`src/rtl/assert_macros.svh`:
```
// Assertion macros shared by the RTL of the patch evaluator.
`ifndef ASSERT_MACROS_SVH
`define ASSERT_MACROS_SVH

// Same-cycle implication, sampled on clk and disabled during rst.
`define CHK_IMPL(lbl, ante, cons) \
  lbl: assert property (@(posedge clk) disable iff (rst) (ante) |-> (cons)) \
    else $error("same-cycle check failed");

// Next-cycle implication, sampled on clk and disabled during rst.
`define CHK_NEXT(lbl, ante, cons) \
  lbl: assert property (@(posedge clk) disable iff (rst) (ante) |=> (cons)) \
    else $error("next-cycle check failed");

`endif

```
`src/rtl/bbp_ram.sv`:
```
// Generic single-write, single-read RAM with a registered read port.
module bbp_ram #(
  parameter int WIDTH = 32,
  parameter int DEPTH = 16
) (
  input  logic                     clk,
  input  logic                     we,
  input  logic [$clog2(DEPTH)-1:0] waddr,
  input  logic [WIDTH-1:0]         wdata,
  input  logic [$clog2(DEPTH)-1:0] raddr,
  output logic [WIDTH-1:0]         rdata
);

  logic [WIDTH-1:0] mem [DEPTH];

  always_ff @(posedge clk) begin
    if (we) begin
      mem[waddr] <= wdata;
    end
    rdata <= mem[raddr];
  end

endmodule

```
`config.mk`:
```
export PLATFORM = sky130hd
export DESIGN_NAME = bbp_ram
export DESIGN_NICKNAME = d
export VERILOG_FILES = /design/src/rtl/assert_macros.svh /design/src/rtl/bbp_ram.sv
export SDC_FILE = /design/constraint.sdc
export NUM_CORES = 1
export LEC_CHECK = 0
export BUFFER_PORTS_ARGS = -buffer_cell sky130_fd_sc_hd__buf_2
export CAP_MARGIN = 20
export CORE_UTILIZATION = 61
export DETAILED_ROUTE_END_ITERATION = 10
export GPL_TIMING_DRIVEN = 0
export PLACE_DENSITY = 0.9
export SLEW_MARGIN = 5
export SYNTH_ARGS = -nofsm -noshare
export SYNTH_HDL_FRONTEND = slang
export SYNTH_SLANG_ARGS = --single-unit
export TNS_END_PERCENT = 20
```
`constraint.sdc`:
```
create_clock -name clk -period 5.1 [get_ports clk]
set_clock_uncertainty 0.15 [all_clocks]
set_input_delay 0.51 -clock clk [delete_from_list [all_inputs] [get_ports clk]]
set_output_delay 0.51 -clock clk [all_outputs]
set_load 0.03 [all_outputs]
```
# Word-level counts from Yosys, hierarchy flattened
# Memories as Yosys holds them, arrays and structs flattened. A register that Yosys moved wholly into a read port is not among the register bits.
# Cells that the tools add are included.
# word_totals
regBits,0
ramBits,512
in_bits,42
output_inout_bits,32
memories,1
# memory_table
name,words,width,rd,rd_clocked_by_memory_dff,wr,line_no,rtl
mem,16,32,1,1,1,bbp_ram.sv:14,logic [WIDTH-1:0] mem [DEPTH];
# classes
n_mux,2
# ops
operator,n
$mux W1,2

# Logic depth before layout (Yosys ltp)
# depth
ltp_word,2
depth_mapped,5

# Worst setup path after synthesis
# OpenSTA, ideal clock, no wires.
# synth_path
path_kind,input -> register
startpoint,input port waddr[2]
endpoint,"memory mem[0][0], enable pin"
setup_ns,0.461
t_arrival_ns,3.228
required_ns,4.489
path_slack_ns,1.260
path_stages,2
path_cell_list,or3b_2 > nor3_1
# synth_lines
item,line_no,rtl
start: declaration,bbp_ram.sv:8,"input logic [$clog2(DEPTH)-1:0] waddr,"
end: declaration,bbp_ram.sv:14,
# No word-level cell before the write port.

# Worst setup path in the final report
# layout_path
startpoint,input port waddr[3]
endpoint,"memory mem[4][1], enable pin"
# No word-level cell before the write port.

==> results_dict.tcl <==
set metrics [dict create \
    synthCells 838 \
    core_um2 31800 \
    finalCritPeriodShare 0.4761 \
    synth_top_area_cell "edfxtp_1" \
    via_per_inst 6.793 \
    max_cap_violations 0 \
    drc_errors 0 \
    yosysWarnings 0 \
    die_w_um 182.4 \
    ctsHoldBuffers 0 \
    grt_start_max_net_pins 23 \
    clk_path_buf_depth 3 \
    rsz0062_at_grt "false" \
    synthTopCellsByArea "edfxtp_1 (77%), mux4_2 (15%), dfxtp_1 (3.2%)" \
    synth_top_area_frac 0.7744 \
    timing.hold.ws_ps 174.6 \
    cts-root-buf "clkbuf_16" \
    drt_iter0_drc 1244 \
    status "finished clean" \
    grt_pass1_vias 10294 \
    grt_util_all_layers 0.2998 \
    grt-ovfl-total 0 \
    layout.cells.most_common "edfxtp_1" \
    netlist_area_um2 19850 \
    clk_latency_ps 550 \
    route.vias.total 9931 \
    path_max_fanout 9 \
    n_fill_cell 1679 \
    worstSetupEndpointType "flop" \
    avgRoutedWirePerCell_um 32.80 \
    synth-seq-area-share 0.8067 \
    tightest_slew_ps 1021 \
    nets 1029 \
    grt_pass1_wl_um 69270 \
    setup_viol 0 \
    p_leak_nw 7.348 \
    ant_nets 0 \
    cts_buffers 51 \
    dp_cells 1369 \
    dieHeight_um 182.4 \
    portBuffers 71 \
    avgSynthCellArea_um2 23.69 \
    ys_ff_latch 544 \
    fmax_mhz 411.8 \
    final_util 0.7175 \
    antenna_found_initial 3 \
    critPathKind "in -> reg" \
    hold_viol_final 0 \
    cp-start-kind "input port" \
    final_cell_mix "edfxtp_1 (512), mux4_2 (128), buf_2 (75)" \
    gp_congestion 0.7423 \
    dieArea_um2 33270 \
    post_cts_buffers 0 \
    slew_headroom 0.3158 \
    critical_path_required_ps 5200 \
    cts-resized-gates 0 \
    ir_drop_uv 314.4 \
    power.density_nw_per_um2 399.2 \
    fin_crit_ps 2428 \
    drv_slew 0 \
    start_util 0.6244 \
    cp.arrival_ps 2530 \
    area_delta_synth_final_pct 14.91 \
    drt_wl_total_um 47950 \
    multi_input_area_um2 3726 \
    hp-class "in -> reg" \
    dp_hpwl_um 27170 \
    ioPinCount 74 \
    drive_gt1_frac 0.3151 \
    synth_fp_nets 880 \
    num_rows 65 \
    h-tree-depth 2 \
    synth_cell_type_count 18 \
    seq_area_um2 16020 \
    cts.sinks 544 \
    drtPass1Iterations 5 \
    cts_tree "done" \
    final_cells 1462 \
    cts.clk_slew.worst_paths_ps 60 \
]
-- worst paths after layout --
path	slack, ps	end	startpoint	depth (start not counted)
setup / recovery	2670	mem[4][1]$_DFFE_PP_	waddr[3]	5
hold / removal	170	mem[10][24]$_DFFE_PP_	wdata[24]	1
setup reg to reg	3380	rdata[12]$_DFF_P_	mem[10][12]$_DFFE_PP_	3
hold reg to reg	530	rdata[7]$_DFF_P_	mem[13][7]$_DFFE_PP_	3
-- power by group --
part	leakage (nW)	total (mW)	switching, mW	internal (mW)
Sequential	4.89	5.03	0.0349	5.00
Clock	0.741	3.54	1.56	1.99
Combinational	1.71	0.532	0.342	0.190
-- flip-flops by register name, summed over array words and instances, names as in the netlist --
name and count:
rdata 32, mem 512
-- cells in the mapped netlist --
| master | n |
|---|---|
| buf_1 | 9 |
| or3b_2 | 1 |
| nor2_1 | 13 |
| mux4_2 | 128 |
| edfxtp_1 | 512 |
| nand2b_1 | 2 |
| nor3_1 | 4 |
| dfxtp_1 | 32 |
| buf_6 | 2 |
| nand3_1 | 1 |
| buf_2 | 4 |
| nand3b_1 | 2 |
| buf_4 | 11 |
| nor2b_1 | 2 |
| clkbuf_1 | 17 |
| a22oi_1 | 64 |
| and2_1 | 1 |
| nand2_1 | 33 |
-- worst max-delay path: stages --
cell	delay, ps
buf_2	130
nand3b_1	420
nor3_2	890
buf_4	360
buf_6	200
-- metal layers --
metal,part of all wire,track usage,vias up
met5,0.00027,0,-
met4,0.053,0.1644,2
met3,0.091,0.05488,172
met2,0.50,0.4915,777
met1,0.35,0.3870,5108
li1,-,-,3872
-- per-stage QoR --
stage | cell area [um^2] | setup TNS (ps) | power [mW] | setup slack, ps
after CTS | 22810 | 0 | 9.123 | 2737
after detailed placement | 21280 | 0 | 5.637 | 2180
after global routing | 22810 | 0 | 9.329 | 2680
after global placement | 20750 | -86080 | 5.586 | -1044
final | 22810 | 0 | 9.108 | 2672
after floorplan | 19850 | 0 | 5.416 | 1260
-- cell type report --
class | instances | share of cell area
antenna | 2 | 0.0002194
buffer | 43 | 0.009762
clock buffer | 72 | 0.06071
clock inverter | 19 | 0.006471
multi-input combinational | 251 | 0.1633
sequential | 544 | 0.7020
tap | 435 | 0.02386
timing repair buffer | 96 | 0.03367
-- cell families after synthesis --
| logic type | synth area share |
|---|---|
| AOI/OAI and AO/OA | 0.02420 |
| and+or+nand+nor | 0.01273 |
| muxes | 0.1452 |
| buffers and inverters | 0.01122 |
| DFF | 0.8067 |
(Power assumes the default switching activity.)
