===== src/rtl/assert_macros.svh =====
// Assertion macros shared by the RTL of the patch evaluator.
`ifndef ASSERT_MACROS_SVH
`define ASSERT_MACROS_SVH

// Same-cycle implication, sampled on clk and disabled during rst.
`define CHK_IMPL(lbl, ante, cons) \
  lbl: assert property (@(posedge clk) disable iff (rst) (ante) |-> (cons)) \
    else $error("same-cycle check failed");

// Next-cycle implication, sampled on clk and disabled during rst.
`define CHK_NEXT(lbl, ante, cons) \
  lbl: assert property (@(posedge clk) disable iff (rst) (ante) |=> (cons)) \
    else $error("next-cycle check failed");

`endif


===== src/rtl/bbp_pkg.sv =====
// Shared constants, types and helpers of the bicubic patch evaluator.
package bbp_pkg;

  localparam int MAX_RESOLUTION = 256;
  localparam int CONTROL_POINTS = 16;
  localparam int AXES           = 3;
  localparam int COORD_W        = 32;
  localparam int RES_W          = 9;
  localparam int STEP_W         = $clog2(MAX_RESOLUTION);
  localparam int SLOT_W         = $clog2(CONTROL_POINTS);
  localparam int CNT_W          = SLOT_W + 1;
  localparam int STORE_W        = AXES * COORD_W;
  localparam int T_DIV_STEPS    = STEP_W + 16;
  localparam int ROOT_STEPS     = 31;
  localparam int TAN_DIV_STEPS  = 15;

  localparam logic [RES_W-1:0] RES_RESET = RES_W'(16);
  localparam logic [RES_W-1:0] RES_MIN   = RES_W'(2);
  localparam logic [RES_W-1:0] RES_MAX   = RES_W'(MAX_RESOLUTION);

  localparam logic KIND_LOAD = 1'b0;
  localparam logic KIND_EVAL = 1'b1;

  typedef logic [30:0]        bw_t;
  typedef logic signed [31:0] dw_t;
  typedef logic signed [31:0] coord_t;
  typedef logic signed [63:0] acc_t;
  typedef logic signed [15:0] tan_t;
  typedef logic [STEP_W-1:0]  step_t;

  typedef struct packed {
    logic  start;
    step_t d;
    step_t step_u;
    step_t step_v;
  } wgt_req_t;

  typedef enum logic [2:0] {ST_IDLE, ST_WGT, ST_ACC, ST_NRM, ST_OUT} top_state_t;
  typedef enum logic [1:0] {W_IDLE, W_DIV, W_PROD, W_BERN} wgt_state_t;
  typedef enum logic [2:0] {
    N_IDLE, N_LOAD, N_SHIFT, N_SQ, N_ROOT, N_DSET, N_DIV, N_STORE
  } nrm_state_t;

  function automatic logic [63:0] mag64(input acc_t x);
    return x[63] ? 64'(-x) : 64'(x);
  endfunction

endpackage


===== src/rtl/bbp_nrm.sv =====
// Point rounding and saturation, and tangent normalisation by bit-serial root and divide.
module bbp_nrm import bbp_pkg::*; (
  input  logic           clk,
  input  logic           rst,
  input  logic           start,
  input  acc_t   [2:0]   acc_p,
  input  acc_t   [2:0]   acc_u,
  input  acc_t   [2:0]   acc_v,
  output logic           done,
  output coord_t [2:0]   point,
  output tan_t   [2:0]   tan_u,
  output tan_t   [2:0]   tan_v,
  output logic   [1:0]   deg
);

  nrm_state_t state, state_next;

  logic              axis;
  logic [63:0]       m [AXES];
  logic [2:0]        neg;
  logic [61:0]       rad;
  logic [31:0]       rem;
  logic [30:0]       root;
  logic [4:0]        cnt;
  logic [30:0]       dr [AXES];
  logic [14:0]       dq [AXES];

  acc_t [2:0]        vec;
  logic              vzero;
  logic              big;
  logic [59:0]       sq_term;
  logic [33:0]       rem_sh, trial;
  logic              root_ge;

  function automatic coord_t sat_pt(input acc_t x);
    logic [63:0] mr;
    acc_t        p;
    mr = (mag64(x) + 64'h2000_0000) >> 30;
    p  = x[63] ? -$signed(mr) : $signed(mr);
    if (p > acc_t'(32'sh7FFF_FFFF)) return 32'sh7FFF_FFFF;
    if (p < acc_t'(-64'sh8000_0000)) return 32'sh8000_0000;
    return p[31:0];
  endfunction

  always_comb begin
    vec     = axis ? acc_v : acc_u;
    vzero   = (vec[0] == '0) && (vec[1] == '0) && (vec[2] == '0);
    big     = (m[0][63:30] != '0) || (m[1][63:30] != '0) || (m[2][63:30] != '0);
    sq_term = 60'(m[cnt[1:0]][29:0]) * 60'(m[cnt[1:0]][29:0]);
    rem_sh  = {rem, rad[61:60]};
    trial   = {1'b0, root, 2'b01};
    root_ge = (rem_sh >= trial);
  end

  always_ff @(posedge clk) begin
    if (rst) begin
      state <= N_IDLE;
    end else begin
      state <= state_next;
    end
  end

  always_comb begin
    state_next = state;
    done       = 1'b0;
    unique case (state)
      N_IDLE: begin
        if (start) state_next = N_LOAD;
      end
      N_LOAD: begin
        if (!vzero) begin
          state_next = N_SHIFT;
        end else if (axis) begin
          state_next = N_IDLE;
          done       = 1'b1;
        end
      end
      N_SHIFT: begin
        if (!big) state_next = N_SQ;
      end
      N_SQ: begin
        if (cnt == 5'(AXES - 1)) state_next = N_ROOT;
      end
      N_ROOT: begin
        if (cnt == 5'(ROOT_STEPS - 1)) state_next = N_DSET;
      end
      N_DSET: state_next = N_DIV;
      N_DIV: begin
        if (cnt == 5'(TAN_DIV_STEPS - 1)) state_next = N_STORE;
      end
      N_STORE: begin
        if (axis) begin
          state_next = N_IDLE;
          done       = 1'b1;
        end else begin
          state_next = N_LOAD;
        end
      end
      default: state_next = N_IDLE;
    endcase
  end

  always_ff @(posedge clk) begin
    case (state)
      N_IDLE: begin
        if (start) begin
          axis <= 1'b0;
          deg  <= '0;
          for (int a = 0; a < AXES; a++) point[a] <= sat_pt(acc_p[a]);
        end
      end
      N_LOAD: begin
        for (int a = 0; a < AXES; a++) begin
          m[a]   <= mag64(vec[a]);
          neg[a] <= vec[a][63];
        end
        if (vzero) begin
          // A tangent that sums to zero is reported as zero and flagged.
          deg[axis] <= 1'b1;
          if (axis) tan_v <= '0;
          else      tan_u <= '0;
          axis <= 1'b1;
        end
      end
      N_SHIFT: begin
        if (big) begin
          for (int a = 0; a < AXES; a++) m[a] <= m[a] >> 1;
        end else begin
          rad <= '0;
          cnt <= '0;
        end
      end
      N_SQ: begin
        rad <= rad + 62'(sq_term);
        cnt <= (cnt == 5'(AXES - 1)) ? 5'd0 : cnt + 5'd1;
        if (cnt == 5'(AXES - 1)) begin
          rem  <= '0;
          root <= '0;
        end
      end
      N_ROOT: begin
        rem  <= 32'(root_ge ? rem_sh - trial : rem_sh);
        root <= {root[29:0], root_ge};
        rad  <= {rad[59:0], 2'b00};
        cnt  <= cnt + 5'd1;
      end
      N_DSET: begin
        // The quotient never exceeds 15 bits, so the top of the dividend
        // already lies below the divisor.
        for (int a = 0; a < AXES; a++) begin
          dr[a] <= 31'((45'({m[a][29:0], 14'd0}) + 45'(root[30:1])) >> 15);
          dq[a] <= 15'({m[a][29:0], 14'd0} + 44'(root[30:1]));
        end
        cnt <= '0;
      end
      N_DIV: begin
        for (int a = 0; a < AXES; a++) begin
          if ({dr[a], dq[a][14]} >= {1'b0, root}) begin
            dr[a] <= 31'({dr[a], dq[a][14]} - {1'b0, root});
            dq[a] <= {dq[a][13:0], 1'b1};
          end else begin
            dr[a] <= 31'({dr[a], dq[a][14]});
            dq[a] <= {dq[a][13:0], 1'b0};
          end
        end
        cnt <= cnt + 5'd1;
      end
      N_STORE: begin
        for (int a = 0; a < AXES; a++) begin
          if (axis) tan_v[a] <= neg[a] ? -$signed({1'b0, dq[a]}) : $signed({1'b0, dq[a]});
          else      tan_u[a] <= neg[a] ? -$signed({1'b0, dq[a]}) : $signed({1'b0, dq[a]});
        end
        axis <= 1'b1;
      end
      default: ;
    endcase
  end

endmodule


===== config.mk =====
export PLATFORM = sky130hd
export DESIGN_NAME = bbp_nrm
export DESIGN_NICKNAME = d
export VERILOG_FILES = /design/src/rtl/assert_macros.svh /design/src/rtl/bbp_pkg.sv /design/src/rtl/bbp_nrm.sv
export SDC_FILE = /design/constraint.sdc
export NUM_CORES = 2
export LEC_CHECK = 0
export BUFFER_PORTS_ARGS = -buffer_cell sky130_fd_sc_hd__buf_4
export CELL_PAD_IN_SITES_DETAIL_PLACEMENT = 1
export CELL_PAD_IN_SITES_GLOBAL_PLACEMENT = 2
export CORE_ASPECT_RATIO = 0.7
export CORE_UTILIZATION = 39
export CTS_CLUSTER_DIAMETER = 80
export DETAILED_ROUTE_END_ITERATION = 8
export PLACE_DENSITY_LB_ADDON = 0.1
export SYNTH_ARGS = -nofsm -noshare
export SYNTH_HDL_FRONTEND = slang
export SYNTH_SLANG_ARGS = --single-unit

===== constraint.sdc =====
create_clock -name clk -period 12.7 [get_ports clk]
set_input_delay 0.635 -clock clk [delete_from_list [all_inputs] [get_ports clk]]
set_output_delay 0.635 -clock clk [all_outputs]
set_load 0.005 [all_outputs]

Word level (Yosys, flattened, before mapping) --
Memories as Yosys holds them, arrays and structs flattened. A register that Yosys moved wholly into a read port is not among the register bits. Index checks and enable logic that the tools add are counted.
Operators by class: add/sub/neg operators 27, $mul 1, order comparisons 12, equal/unequal tests 21, muxes and demuxes 129, bitwise gates (word level) 16, reductions and logical operators 28
Operator list (count):
- $mux 64 | 12
- $mux 32 | 14
- $neg 64->64 | 6
- $mux 31 | 7
- $add 64x30->64 const B | 3
- $gt 64x32->1 const B | 3
- $logic_not 64->1 | 3
- $lt 64x32->1 const B | 3
- $mux 192 | 1
- $mux 48 | 4
- $neg 34->64 | 3
- $pmux 48 s2 | 2
- $pmux 62 s3 | 1
- $mux 16 | 9
- $add 44x30->45 | 3
- $reduce_bool 34->1 | 3
- $ge 32x31->1 | 3
- $sub 31x31->31 | 3
- $mux 15 | 6
- $pmux 32 s2 | 1
- $add 62x60->62 | 1
- $mux 62 | 1
- $pmux 31 s2 | 1
- $mul 30x30->60 | 1
- other kinds (38) | 140
Storage, ports and cells: register bits 331, bits in writable memories 330, input port bits 579, logic and storage cells 254, memories 3
Memories:
- m | depth 3, width 64, read ports 4, clocked after Yosys merged registers in 1, wr ports 3, RTL line bbp_nrm.sv:19 | logic [63:0] m [AXES];
- dr | depth 3, width 31, read ports 3, clocked after Yosys merged registers in 0, wr ports 3, RTL line bbp_nrm.sv:25 | logic [30:0] dr [AXES];
- dq | depth 3, width 15, read ports 3, clocked after Yosys merged registers in 0, wr ports 3, RTL line bbp_nrm.sv:26 | logic [14:0] dq [AXES];

Depth between registers and ports, before layout --
word-level depth 14, mapped depth 40, mapped depth without buffers 37

Least setup slack after synthesis --
Ideal clock, no wire load.
path type flip-flop to flip-flop, from register axis, to register tan_v[0] in the netlist's numbering (enable), library setup time 459 ps, arrival time 9516 ps, required time 12241 ps, path slack 2725 ps, stages on the path, launching flop included 28, period minus slack after synthesis 9975 ps, path through edfxtp_1 buf_2 buf_2 buf_2 buf_1 buf_2 buf_1 buf_2 buf_1 buf_1 buf_2 buf_1 clkbuf_1 mux2i_1 ha_1 o221ai_1 or4_1 nand2b_1 nor3_1 nand2_1 nor3_1 nand3_1 or2_2 nor2_1 nand4_1 or2_2 and2_1 nor2b_1
On the way: cells in the longest elaborated chain, start to end 6, elaborated cells on any way between the ends 10, those cells by class eq/ne (3); mux (1); reduce/logical (6)
RTL lines:
- start, declared | RTL line bbp_nrm.sv:18 | logic axis;
- start signal, assigned | RTL line bbp_nrm.sv:107 | axis <= 1'b0;
- start signal, assigned | RTL line bbp_nrm.sv:122 | axis <= 1'b1;
- start signal, assigned | RTL line bbp_nrm.sv:173 | axis <= 1'b1;
- $mux 192 | RTL line bbp_nrm.sv:46 | vec = axis ? acc_v : acc_u;
- $logic_not 64->1 | RTL line bbp_nrm.sv:47 | vzero = (vec[0] == '0) && (vec[1] == '0) && (vec[2] == '0);
- $logic_and 1x1->1 (2 in series) | RTL line bbp_nrm.sv:47
- $ne 2x2->1 (no source line)
- $reduce_and 4->1 (no source line) (*)
- end signal, assigned by index | RTL line bbp_nrm.sv:170 | if (axis) tan_v[a] <= neg[a] ? -$signed({1'b0, dq[a]}) : $signed({1'b0, dq[a]});
- end, declared | RTL line bbp_nrm.sv:12 | output tan_t [2:0] tan_v,
Mark *: on every way between the ends. The rest lies on a longest branch, timed or not. A chain may end at the register's enable or synchronous reset.

==> flow_summary.toml <==
[placement]
place.gp.congestion = 0.949
dp_hpwl_um = 265000
io_buffers = 773

[detailed_routing]
viasPerCell = 5.68
drtIter0Drc = 6040
ant_nets = 0
post-route-drc-count = 0
totalWireLength_um = 329000
drtPass1Iterations = 7
vias = 68700
wl_per_cell_um = 27.2

[yosys]
ys_seq_elements = 663
avgSynthCellArea_um2 = 8.99
synth_cells = 8774
synth_top_area_share_pct = 25.0
async_flop_share_pct = 0
yosys-top-cells-area = "edfxtp_1 (25%), fa_1 (20%), ha_1 (6.9%), inv_1 (5.7%), xnor2_1 (4.4%)"
ys_warn_count = 0
syn_area_um2 = 78900
yosysTopAreaCell = "edfxtp_1"
seq_area_frac_synth_pct = 25.2
synth_cell_types = 104
syn-num-nets = 10600
synth_edf_count = 657
ys.flop_type = "edfxtp_1"

[clock_tree]
cts_root_buffer = "clkbuf_16"
h-tree-depth = 3
cts.sinks = 663
cts.path.max_buffers = 3
cts_tree = "done"
clk_pin_slew_worst_paths_ps = 70
ctsHoldBuffers = 0
clkLatencyLatePin_ps = 760
cts_setup_buffers = 0
cts_inserted_buffers = 89
post_cts_resized = 0

[die]
fp.dieW_um = 540
boundaryPins = 774
start_util_pct = 39.4
dieArea_um2 = 204000
fp.dieH_um = 378
core_um2 = 200000
row_count = 137

[global_route]
grt_pass1_wl_um = 484000
grt_max_degree = 250
antenna_found_initial = 23
grt_pass1_vias = 70700
grt_usage_pct = 32.0
grt_remaining_overflow = 0

[sta]
tightest_slew_ps = 1370
relSlewSlack_pct = 8.05
finalSetupViolCount = 0
period_needed_ps = 11310
fmax_mhz = 88.4
skew_ps = 86.9
hold_violations = 0
setup_tns_ps = 0
min_period_over_period_pct = 89.1
rsz0062_at_grt = "false"
slew_violations = 0

[hold_path]
hp-start = "rst"
holdCritPathClass = "primary input to flip-flop"

[run_status]
status = "finished, final reports clean"

[setup_path]
arrival_ps = 11830
crit_path_top_delay_cell = "inv_1"
worstSetupEndpointType = "flip-flop"
cp_max_fo = 21
cp.required_ps = 13220
start_kind = "flip-flop"
path_class = "flip-flop to flip-flop"
slowest_delay_ps = 770
path_common_cell = "fa_1"

[layout]
drive_gt1_share_pct = 12.7
mostFrequentLayoutCell = "inv_1"
final_cell_mix = "inv_1 (1191), nand2_1 (915), buf_4 (896), fa_1 (769), nor2_1 (758)"
synthToLayoutAreaGrowth_pct = 15.2
finalNetCount = 11200

[job]
cap_violations = 0
## sequential cells by signal, summed over array words and instances, names as in the netlist, 5 cells and up, named ones only
signal / flops
cnt: 5
rad: 62
tan_u: 48
point: 96
dr: 93
rem: 32
dq: 45
tan_v: 48
m: 192
root: 31
## layout make-up
class	instances	area (µm²)
Fill cell	23100	109000
Multi-Input combinational cell	6525	53300
Sequential cell	663	19900
Timing Repair Buffer	900	6810
Inverter	1201	4510
Tap cell	2641	3300
Clock buffer	94	2250
Clock inverter	71	828
Antenna cell	14	35.0
## worst max-delay path: cells and delay by family (launching register included)
family	cells	cell delay [ps]
XOR/XNOR	1	150
AND/OR/NAND/NOR	3	360
flip-flops	1	760
multiplexers	1	220
buffers and inverters	8	1870
AO/OA/AOI/OAI	13	3550
adder cells (fa/ha/maj)	9	4150
## path summary, 6_finish.rpt
kind                      endpoint  slack, ps  cells past startpoint
max              rad[61]$_DFFE_PP_       1390                     35
min          state[2]$_SDFFE_PP0P_         80                      2
max reg2reg      rad[61]$_DFFE_PP_       1390                     35
min reg2reg      rad[49]$_DFFE_PP_        520                      2
## routing by layer
layer,GRT usage (%),vias up,wire length [µm]
met4,7.05,10,7010
met5,0,-,64
li1,-,31000,-
met1,48.7,35100,160000
met2,45.9,2313,135000
met3,6.64,353,26500
## cells in the mapped netlist, types with 168 or more instances
library cell,instances
inv_1,1192
xnor2_1,399
ha_1,437
nor2_1,760
o21ai_0,525
xor2_1,337
mux2i_1,260
nand2_1,919
fa_1,769
a21oi_1,377
edfxtp_1,657
clkbuf_1,308
nor3_1,168
## kinds of logic (layout without fill, tap and decap cells)
logic type | count (synthesis) | in the layout | synth area share [%]
simple gates | 2642 | 2642 | 15.7
buf+inv | 1586 | 2266 | 7.61
compound gates | 1652 | 1652 | 13.2
xor+xnor | 737 | 737 | 8.20
flops | 663 | 663 | 25.2
mux | 288 | 288 | 3.70
other cells | 0 | 14 | 0
fa+ha+maj | 1206 | 1206 | 26.4
## metrics by stage
stage               setup slack (ps)  hold slack [ps]  std cells  instance area, µm²  util [%]
CTS                             1560             21.0      12100               90800      45.4
finish                          1390             83.1      12100               90900      45.4
global route                     875             47.9      12100               90900      45.4
global placement                1680              534      11900               87800      43.9
floorplan                       2720              502       8774               78900         -
detailed placement              1590              546      11900               87800      43.9
Power is left out: the tool's default activity adds up to more than one toggle a clock period on the data nets, which glitch-free logic cannot reach.
